## config.mk

```make
export PLATFORM = sky130hd
export DESIGN_NAME = psu_history
export DESIGN_NICKNAME = d
export VERILOG_FILES = /design/src/rtl/psu_history.sv
export SDC_FILE = /design/constraint.sdc
export NUM_CORES = 1
export LEC_CHECK = 0
export BUFFER_PORTS_ARGS = -buffer_cell sky130_fd_sc_hd__buf_4
export CAP_MARGIN = 15
export CORE_ASPECT_RATIO = 1.4
export CORE_MARGIN = 8
export CORE_UTILIZATION = 40
export DETAILED_ROUTE_END_ITERATION = 8
export HOLD_SLACK_MARGIN = 0.02
export PLACE_DENSITY = 0.6
export RECOVER_POWER = 25
export REMOVE_ABC_BUFFERS = 1
export SLEW_MARGIN = 40
export SYNTH_ARGS = -nofsm -noshare
export SYNTH_HDL_FRONTEND = slang
export SYNTH_SLANG_ARGS = --single-unit
```

## constraint.sdc

```tcl
create_clock -name aclk -period 2.4 [get_ports aclk]
set_input_delay 0.24 -clock aclk [delete_from_list [all_inputs] [get_ports aclk]]
set_output_delay 0.24 -clock aclk [all_outputs]
set_load 0.005 [all_outputs]
```

## src/rtl/psu_history.sv

```systemverilog
module psu_history #(
    parameter int MAX_PIXEL_BYTES = 8,
    localparam int SW = (MAX_PIXEL_BYTES > 1) ? $clog2(MAX_PIXEL_BYTES) : 1
) (
    input  logic          aclk,
    input  logic          shift_en,
    input  logic [7:0]    left_in,
    input  logic [7:0]    up_in,
    input  logic [SW-1:0] sel,
    output logic [7:0]    left_out,
    output logic [7:0]    upleft_out
);

    logic [7:0] left_reg [MAX_PIXEL_BYTES];
    logic [7:0] upl_reg  [MAX_PIXEL_BYTES];

    // Advance both histories by one byte per reconstructed byte
    always_ff @(posedge aclk) begin
        if (shift_en) begin
            left_reg[0] <= left_in;
            upl_reg[0]  <= up_in;
            for (int i = 1; i < MAX_PIXEL_BYTES; i++) begin
                left_reg[i] <= left_reg[i-1];
                upl_reg[i]  <= upl_reg[i-1];
            end
        end
    end

    // Tap the byte one pixel back
    assign left_out   = left_reg[sel];
    assign upleft_out = upl_reg[sel];

endmodule

```

==> flow_summary.rst <==
.. list-table::
   :header-rows: 1

   * - Metric
     - Value
   * - Outcome
     - finished, final reports clean
   * - Clock transition time at the flip-flop clock pins of the worst setup and hold paths
     - 0.05 ns
   * - Critical Path RT
     - between 2 and 2.5 ns
   * - Fill cell total of the finished layout
     - a little under 1k
   * - Overall power consumption
     - ~5.6 mW
   * - Total number of yosys warnings
     - 0
   * - Wire length of the first global-routing pass
     - between 10 and 15 mm
   * - Maximum count of clock buffers along a single path
     - 2
   * - Power density over the cells
     - 916 mW/mm2
   * - Critical Path End Type
     - output port
   * - Remaining antenna violation count
     - 0
   * - Buffering stage count on the worst path with inverters included
     - 1
   * - Antenna diode count
     - 0
   * - VDD IR max
     - 500 uV
   * - CTS tree
     - done
   * - Min Tclk post-route
     - 2.01 ns
   * - Yosys reg bits
     - 128
   * - Mean post-synth cell area
     - between 20 and 30 um2
   * - Worst Path Arrival
     - 1.77 ns
   * - Routed vias
     - 2113
   * - Number of placed I/O pins
     - 37
   * - Number of sinks handled by clock tree synthesis
     - 128
   * - Relative slew margins
     - 29.2%
   * - Post-synthesis cell type with the largest combined area
     - sky130_fd_sc_hd__edfxtp_1
   * - Number of flops mapped to enable cells by yosys
     - roughly 130
   * - # DRC
     - 0
   * - Placed Area
     - 0.00537 mm2
   * - Area contributors post-synth
     - sky130_fd_sc_hd__edfxtp_1 (78%), sky130_fd_sc_hd__mux4_1 (15%), sky130_fd_sc_hd__mux2_2 (3.7%), sky130_fd_sc_hd__mux4_2 (1.8%), sky130_fd_sc_hd__buf_6 (0.92%)
   * - Overall Global Routing Usage
     - 10.6%
   * - Number of nets in the layout
     - roughly 270
   * - FFs w/ async S/R, synth
     - 0%
   * - Sequential element share of the synthesized area
     - between 70% and 80%
   * - Unique masters post-synth
     - 8
   * - Final HPWL DP
     - about 4.5 mm
   * - Synthesized instance count
     - ~190
   * - Most repeated cell in the gate-level netlist after synthesis
     - sky130_fd_sc_hd__edfxtp_1
   * - Type of the worst min-delay path
     - register to register
   * - Delay contributed by the slowest stage of the critical path
     - around 0.52 ns
   * - Series of cell instances along the critical path
     - mux4_1 > mux2_2 > buf_4
   * - Vias per cell
     - 5.09
   * - Die Ht
     - 147 um
   * - Final worst hold slack
     - 0.441 ns
   * - Area added between synthesis and finish
     - 24.7%
   * - Worst Max-Slew Pin Slew
     - 1.06 ns
   * - Number of global-route vias before repair
     - 2308
   * - Final critical-path share of the clock period
     - between 80% and 90%
   * - Average detailed-routed wire length per instance
     - 18.9 um
   * - Area of combinational cells with multiple inputs
     - 0.00101 mm2
   * - Wire length reported by the detailed router
     - 7.83 mm
   * - Post-route cell area
     - around 0.006 mm2
   * - Maximum fanout along the worst path
     - 2
   * - Number of antenna violations at the first check in global routing
     - 0
   * - Setup-violating endpoint count in the final report
     - 0
   * - Die Span X
     - ~110 um
   * - Register cell area after layout
     - 0.00384 mm2
   * - Full die area
     - 0.0161 mm2
   * - Std-Cell Rows
     - 48
   * - Setup repair after global routing missed its margin
     - false
   * - Skew final
     - 0.00411 ns
   * - Leakage power of the design
     - 2.20 nW
   * - # Max-Cap Violations
     - 0
   * - Starting density of the core
     - 40.3%
   * - Drt first-iter violations
     - 132
   * - Count of final max-slew check failures
     - 0
   * - Total standard cell area after synthesis
     - about 0.005 mm2
   * - Total Neg Setup Slack
     - 0 ns
   * - Top-area cell type share of the netlist area
     - 78.2%
   * - Timing-limited maximum frequency
     - roughly 500 MHz
   * - Clk_lat worst skew
     - ~0.40 ns
   * - Floorplan core area
     - between 0.01 and 0.015 mm2
   * - Post-CTS Setup Repair Bufs
     - 0
   * - CTS root buffer
     - sky130_fd_sc_hd__clkbuf_16
   * - Final GP Congestion
     - 0.693
   * - Layout cell share with drive strength beyond 1
     - 33.2%
   * - CP Launch Type
     - register
   * - Total gr overflow
     - 0
   * - Inserted Clock Buffers
     - 17
   * - Total count of hold-check failures in the final report
     - 0
   * - H-tree depth reported by CTS
     - 4
   * - Main synth FF type
     - sky130_fd_sc_hd__edfxtp_1
   * - Commonest cells post-synth
     - sky130_fd_sc_hd__edfxtp_1 (128), sky130_fd_sc_hd__mux4_1 (28), sky130_fd_sc_hd__mux2_2 (16), sky130_fd_sc_hd__buf_6 (4), sky130_fd_sc_hd__mux4_2 (4)
   * - Drt pass-1 iters
     - 4
   * - Slowest stage cell on the critical path
     - sky130_fd_sc_hd__mux4_1
   * - Crit path kind
     - register to output port
   * - Kind of cell with the highest combined delay on the critical path
     - multiplexers
   * - Largest net degree at the start of global routing
     - 53
   * - Number of buffers added on ports
     - 36
==> cell type report <==
cell class / instances / share of cell area [%]
Sequential cell: 128 / 62.7
Multi-Input combinational cell: 48 / 16.4
Timing Repair Buffer: 57 / 8.00
Clock buffer: 17 / 6.94
Tap cell: 150 / 3.06
Clock inverter: 15 / 2.84
==> cell families (layout without fill, tap and decap cells) <==
family | Yosys count | in the layout | share of synthesized area, %
flip-flops | 128 | 128 | 78.2
multiplexers | 48 | 48 | 20.5
buffers and inverters | 9 | 89 | 1.32
==> repair_timing <==
action / 4_1_cts / 5_1_grt
hold buffers: 16 / 0
gates resized for setup: 0 / 0
hold endpoints to repair: 16 / 0
==> cells in the final DEF, fill, tap and decap left out <==
master	count
sky130_fd_sc_hd__buf_12	2
sky130_fd_sc_hd__buf_4	38
sky130_fd_sc_hd__bufinv_16	4
sky130_fd_sc_hd__clkbuf_16	17
sky130_fd_sc_hd__clkbuf_2	1
sky130_fd_sc_hd__clkinv_1	5
sky130_fd_sc_hd__clkinv_2	4
sky130_fd_sc_hd__clkinvlp_4	2
sky130_fd_sc_hd__dlygate4sd3_1	16
sky130_fd_sc_hd__edfxtp_1	128
sky130_fd_sc_hd__mux2_2	16
sky130_fd_sc_hd__mux4_1	28
sky130_fd_sc_hd__mux4_2	4
==> through the flow <==
| step | util, % | setup WS (ns) | std cells |
|---|---|---|---|
| after detailed placement | 44.0 | 0.423 | 367 |
| after CTS | 50.3 | 0.360 | 415 |
| final | 50.3 | 0.390 | 415 |
| after floorplan | - | 1.05 | 176 |
| after global placement | 44.0 | 0.432 | 367 |
| after global routing | 50.3 | 0.327 | 415 |
==> where the power goes <==
part,total (mW),switching (mW),internal (mW)
Sequential,2.69,0.0605,2.63
Combinational,0.329,0.128,0.201
Clock,2.60,0.891,1.71
==> final timing paths <==
| kind | cells after the start | startpoint | slack (ns) | end |
|---|---|---|---|---|
| hold / removal | 0 | left_reg[1][6] | 0.44 | left_reg[2][6] |
| setup reg to reg | 0 | left_reg[3][3] | 1.71 | left_reg[4][3] |
| setup / recovery | 3 | left_reg[3][3] | 0.39 | left_out[3] |
| hold reg to reg | 0 | left_reg[1][6] | 0.44 | left_reg[2][6] |
==> per-layer routing <==
layer  part of all wire (%)  routed length, um  GRT usage [%]
met1                     45               3540           13.5
met2                     49               3820           15.3
met3                    4.0                316           4.08
met4                    1.9                147           5.49
met5                      0                  0              0
Power figures use the tool's default switching activity.
