==> src/rtl/psu_pkg.sv <==
package psu_pkg;

    // Filter type codes carried by the first byte of each row
    typedef enum logic [2:0] {
        FILT_NONE  = 3'd0,
        FILT_SUB   = 3'd1,
        FILT_UP    = 3'd2,
        FILT_AVG   = 3'd3,
        FILT_PAETH = 3'd4
    } filt_t;

    // Configuration register indexes
    localparam logic REG_ROW_BYTES = 1'b0;
    localparam logic REG_BPP       = 1'b1;

    localparam int CFG_DW = 14;
    localparam int RB_W   = 14;
    localparam int BPP_W  = 4;

    // Per-byte control that travels with a data byte into the reconstruct stage
    typedef struct packed {
        filt_t filter;
        logic  first_row;
        logic  has_left;
        logic  row_end;
    } item_ctl_t;

endpackage

==> src/rtl/psu_predict.sv <==
module psu_predict (
    input  psu_pkg::item_ctl_t ctl,
    input  logic [7:0]         data_byte,
    input  logic [7:0]         left_hist,
    input  logic [7:0]         upleft_hist,
    input  logic [7:0]         up_mem,
    output logic [7:0]         up_byte,
    output logic [7:0]         recon_byte
);

    logic [7:0]       a;
    logic [7:0]       b;
    logic [7:0]       c;
    logic [8:0]       sum_ab;
    logic signed [9:0] d_bc;
    logic signed [9:0] d_ac;
    logic signed [9:0] d_abc;
    logic [9:0]       pa;
    logic [9:0]       pb;
    logic [9:0]       pc;
    logic [7:0]       paeth;
    logic [7:0]       pred;

    // Neighbors; missing ones read as zero
    assign b = ctl.first_row ? 8'd0 : up_mem;
    assign a = ctl.has_left ? left_hist : 8'd0;
    assign c = ctl.has_left ? upleft_hist : 8'd0;
    assign up_byte = b;

    assign sum_ab = {1'b0, a} + {1'b0, b};

    // Paeth distances: |p-a| = |b-c|, |p-b| = |a-c|, |p-c| = |a+b-2c|
    assign d_bc  = $signed({2'b00, b}) - $signed({2'b00, c});
    assign d_ac  = $signed({2'b00, a}) - $signed({2'b00, c});
    assign d_abc = $signed({1'b0, sum_ab}) - $signed({1'b0, c, 1'b0});
    assign pa = d_bc[9]  ? 10'(-d_bc)  : 10'(d_bc);
    assign pb = d_ac[9]  ? 10'(-d_ac)  : 10'(d_ac);
    assign pc = d_abc[9] ? 10'(-d_abc) : 10'(d_abc);

    always_comb begin
        if (pa <= pb && pa <= pc) begin
            paeth = a;
        end else if (pb <= pc) begin
            paeth = b;
        end else begin
            paeth = c;
        end
    end

    // Select predictor by row filter
    always_comb begin
        case (ctl.filter)
            psu_pkg::FILT_SUB:   pred = a;
            psu_pkg::FILT_UP:    pred = b;
            psu_pkg::FILT_AVG:   pred = sum_ab[8:1];
            psu_pkg::FILT_PAETH: pred = paeth;
            default:             pred = 8'd0;
        endcase
    end

    assign recon_byte = data_byte + pred;

endmodule

==> config.mk <==
export PLATFORM = sky130hd
export DESIGN_NAME = psu_predict
export DESIGN_NICKNAME = d
export VERILOG_FILES = /design/src/rtl/psu_pkg.sv /design/src/rtl/psu_predict.sv
export SDC_FILE = /design/constraint.sdc
export NUM_CORES = 1
export LEC_CHECK = 0
export BUFFER_PORTS_ARGS = -buffer_cell sky130_fd_sc_hd__buf_4
export CAP_MARGIN = 25
export CORE_ASPECT_RATIO = 1.75
export CORE_MARGIN = 3
export CORE_UTILIZATION = 55
export DETAILED_ROUTE_END_ITERATION = 10
export GPL_TIMING_DRIVEN = 0
export PLACE_DENSITY = 0.83
export RECOVER_POWER = 25
export SLEW_MARGIN = 20
export SYNTH_ARGS = -nofsm -noshare
export SYNTH_HDL_FRONTEND = slang
export SYNTH_SLANG_ARGS = --single-unit
==> constraint.sdc <==
create_clock -name vclk -period 15.6
set_clock_uncertainty 0.15 [all_clocks]
set_input_delay 1.56 -clock vclk [all_inputs]
set_output_delay 1.56 -clock vclk [all_outputs]
set_load 0.03 [all_outputs]
==> summary.md <==
| Metric | Value |
|---|---|
| Outcome | `finished clean` |
| Worst vdd ir | `52.27 µV` |
| CP top delay family | `compound AO/OA/AOI/OAI gates` |
| Commonest non-fill, non-tap cell in the layout | `ha_1` |
| First-pass GRT wire length | `20.67 mm` |
| Bufs and invs on worst path | `7` |
| Seq cells | `0` |
| Final setup vio count | `0` |
| Placed Cells | `644` |
| Max capacitance violation total | `0` |
| Hold Path Class | `primary input to output pin` |
| Post-Route WL | `12.54 mm` |
| Max_slew headroom | `44.46%` |
| Routability-driven placement congestion ratio | `0.9734` |
| Multi-input combinational cell area | `3512 µm²` |
| P&R area growth vs syn | `12.98%` |
| Chip height | `114.4 µm` |
| CP max stage delay | `0.49 ns` |
| Post-CTS setup repair buffer count | `0` |
| Final Critical Period | `12.19 ns` |
| Pwr dens | `86.16 nW/µm²` |
| Final WS setup | `3.407 ns` |
| CP endpoint kind | `output pin` |
| # hold bufs at CTS | `0` |
| Io pins | `54` |
| Largest net degree at the start of global routing | `11` |
| Hold Fails Final Rpt | `0` |
| Storage cell area | `0 µm²` |
| Remaining DRCs | `0` |
| Register area share after synthesis | `0%` |
| F_max | `82.02 MHz` |
| Mapped Cells | `511` |
| CP Data Required Time | `13.89 ns` |
| Syn. warnings | `0` |
| Leak pwr | `1.896 nW` |
| Synth cell types | `73` |
| Number of fill cells | `613` |
| Initial antenna violation count | `0` |
| Port Buf Inserts | `51` |
| Final period util | `78.16%` |
| Initial Utilization | `57.93%` |
| Slowest stage cell, crit path | `o21ai_1` |
| First-pass DRT Iterations | `5` |
| GRT Total Usage | `34.24%` |
| CP startpoint kind | `primary input` |
| Final-layout clock buffer total | `0` |
| Crit Path Class | `primary input to output pin` |
| Share of cells above drive strength 1 | `13.48%` |
| Final std cells w/o fill | `644` |
| Crit Path Max Fanout | `10` |
| Hold_ws | `3.318 ns` |
| Critical Path Stages | `38` |
| Pre-CTS setup slack | `3.664 ns` |
| Crit path capture | `recon_byte[7]` |
| Vias in the first global route | `4301` |
| Drt wl/cell | `19.47 µm` |
| Synthesized area | `3691 µm²` |
| ANT cells | `0` |
| Final nets | `672` |
| Most frequent cells in the layout | `65 x ha_1, 49 x buf_4, 40 x o21ai_0, 36 x xnor2_1, 35 x a21oi_1` |
| Post-CTS Resized | `0` |
| Total grt overflow | `0` |
| Row count | `38` |
| RSZ-0062 raised after global routing | `no` |
| Slew Limit Fails | `0` |
| Setup TNS | `0 ns` |
| Vias | `4189` |
| Die area | `7769 µm²` |
| Drt via density | `6.505` |
| Worst EP arrival | `10.48 ns` |
| Initial DRC Count | `210` |
| Final ANT Viol Nets | `0` |
| Die X | `67.93 µm` |
| HPWL after detailed placement | `10.64 mm` |
| Core area | `6371 µm²` |
| Measured slew at the worst slew-check pin | `0.8267 ns` |
| Avg Cell Area, Syn | `7.223 µm²` |
| Critical Path Source | `ctl[1]` |
[synthesized netlist by cell type (4+ instances only)]
cell type / instances / share of area [%]
ha_1: 65 / 22
o21ai_0: 40 / 5.4
xnor2_1: 36 / 8.5
a21oi_1: 35 / 4.7
nand2_1: 34 / 3.5
nor2_1: 30 / 3.1
inv_1: 27 / 2.7
nand3_1: 19 / 2.6
nor2b_1: 18 / 3.1
xor2_1: 16 / 3.8
nand2b_1: 14 / 2.4
and2_1: 10 / 1.7
a211oi_1: 9 / 1.8
a21o_1: 9 / 1.8
clkbuf_1: 9 / 0.92
mux2i_1: 9 / 2.4
o21a_1: 9 / 1.8
o22ai_1: 9 / 1.5
nand4_1: 7 / 1.2
nor3_1: 7 / 0.95
and3_1: 5 / 0.85
o211ai_1: 5 / 1.0
o31ai_1: 5 / 1.0
o21ai_1: 4 / 0.54
[cells by family (layout without fill, tap and decap cells)]
logic type      count (synthesis)  count (layout)  synth area share (%)
compound gates                166             166                 31.19
simple gates                  165             165                 23.63
fa+ha+maj                      70              70                 24.27
xor+xnor                       54              54                 13.22
buf+inv                        45              96                 5.051
mux                             9               9                 2.441
other cells                     2               4                0.2035
[through the flow]
step	util, %	power (mW)	cell area (µm²)
finish	65.46	0.3593	4170
global route	65.46	0.3992	4170
CTS	65.63	0.3530	4182
detailed placement	65.63	0.3515	4182
global placement	65.63	0.3338	4182
floorplan	-	0.2614	3699
[worst min path at each step]
stage            startpoint             to  slack [ns]  cells after the start
2_1_floorplan     up_mem[5]     up_byte[5]        3.21                      1
3_3_place_gp   data_byte[0]  recon_byte[0]        3.31                      3
3_5_place_dp   data_byte[0]  recon_byte[0]        3.31                      3
4_1_cts        data_byte[0]  recon_byte[0]        3.32                      3
5_1_grt        data_byte[0]  recon_byte[0]        3.33                      3
6_report       data_byte[0]  recon_byte[0]        3.32                      3
[power breakdown]
part | leakage (nW) | switching [mW] | internal [mW] | total [mW]
registers | 0 | 0 | 0 | 0
clock network | 0 | 0 | 0 | 0
logic | 1.90 | 0.215 | 0.145 | 0.359
total | 1.90 | 0.215 | 0.145 | 0.359
[metal layers]
| metal | track usage [%] | vias up | routed length, µm | part of all wire [%] |
|---|---|---|---|---|
| li1 | - | 2008 | - | - |
| met3 | 4.912 | 72 | 667 | 5.3 |
| met1 | 33.19 | 1933 | 4197 | 33 |
| met2 | 62.31 | 176 | 6567 | 52 |
| met5 | 0 | - | 0 | 0 |
| met4 | 24.57 | 0 | 1107 | 8.8 |
[area by class of cell]
class / instances / area share (%)
multi-input cells: 468 / 84.22
repair buffers: 51 / 8.911
inverters: 31 / 2.850
plain buffers: 14 / 1.620
well taps: 80 / 2.400
(Power assumes the default switching activity.)
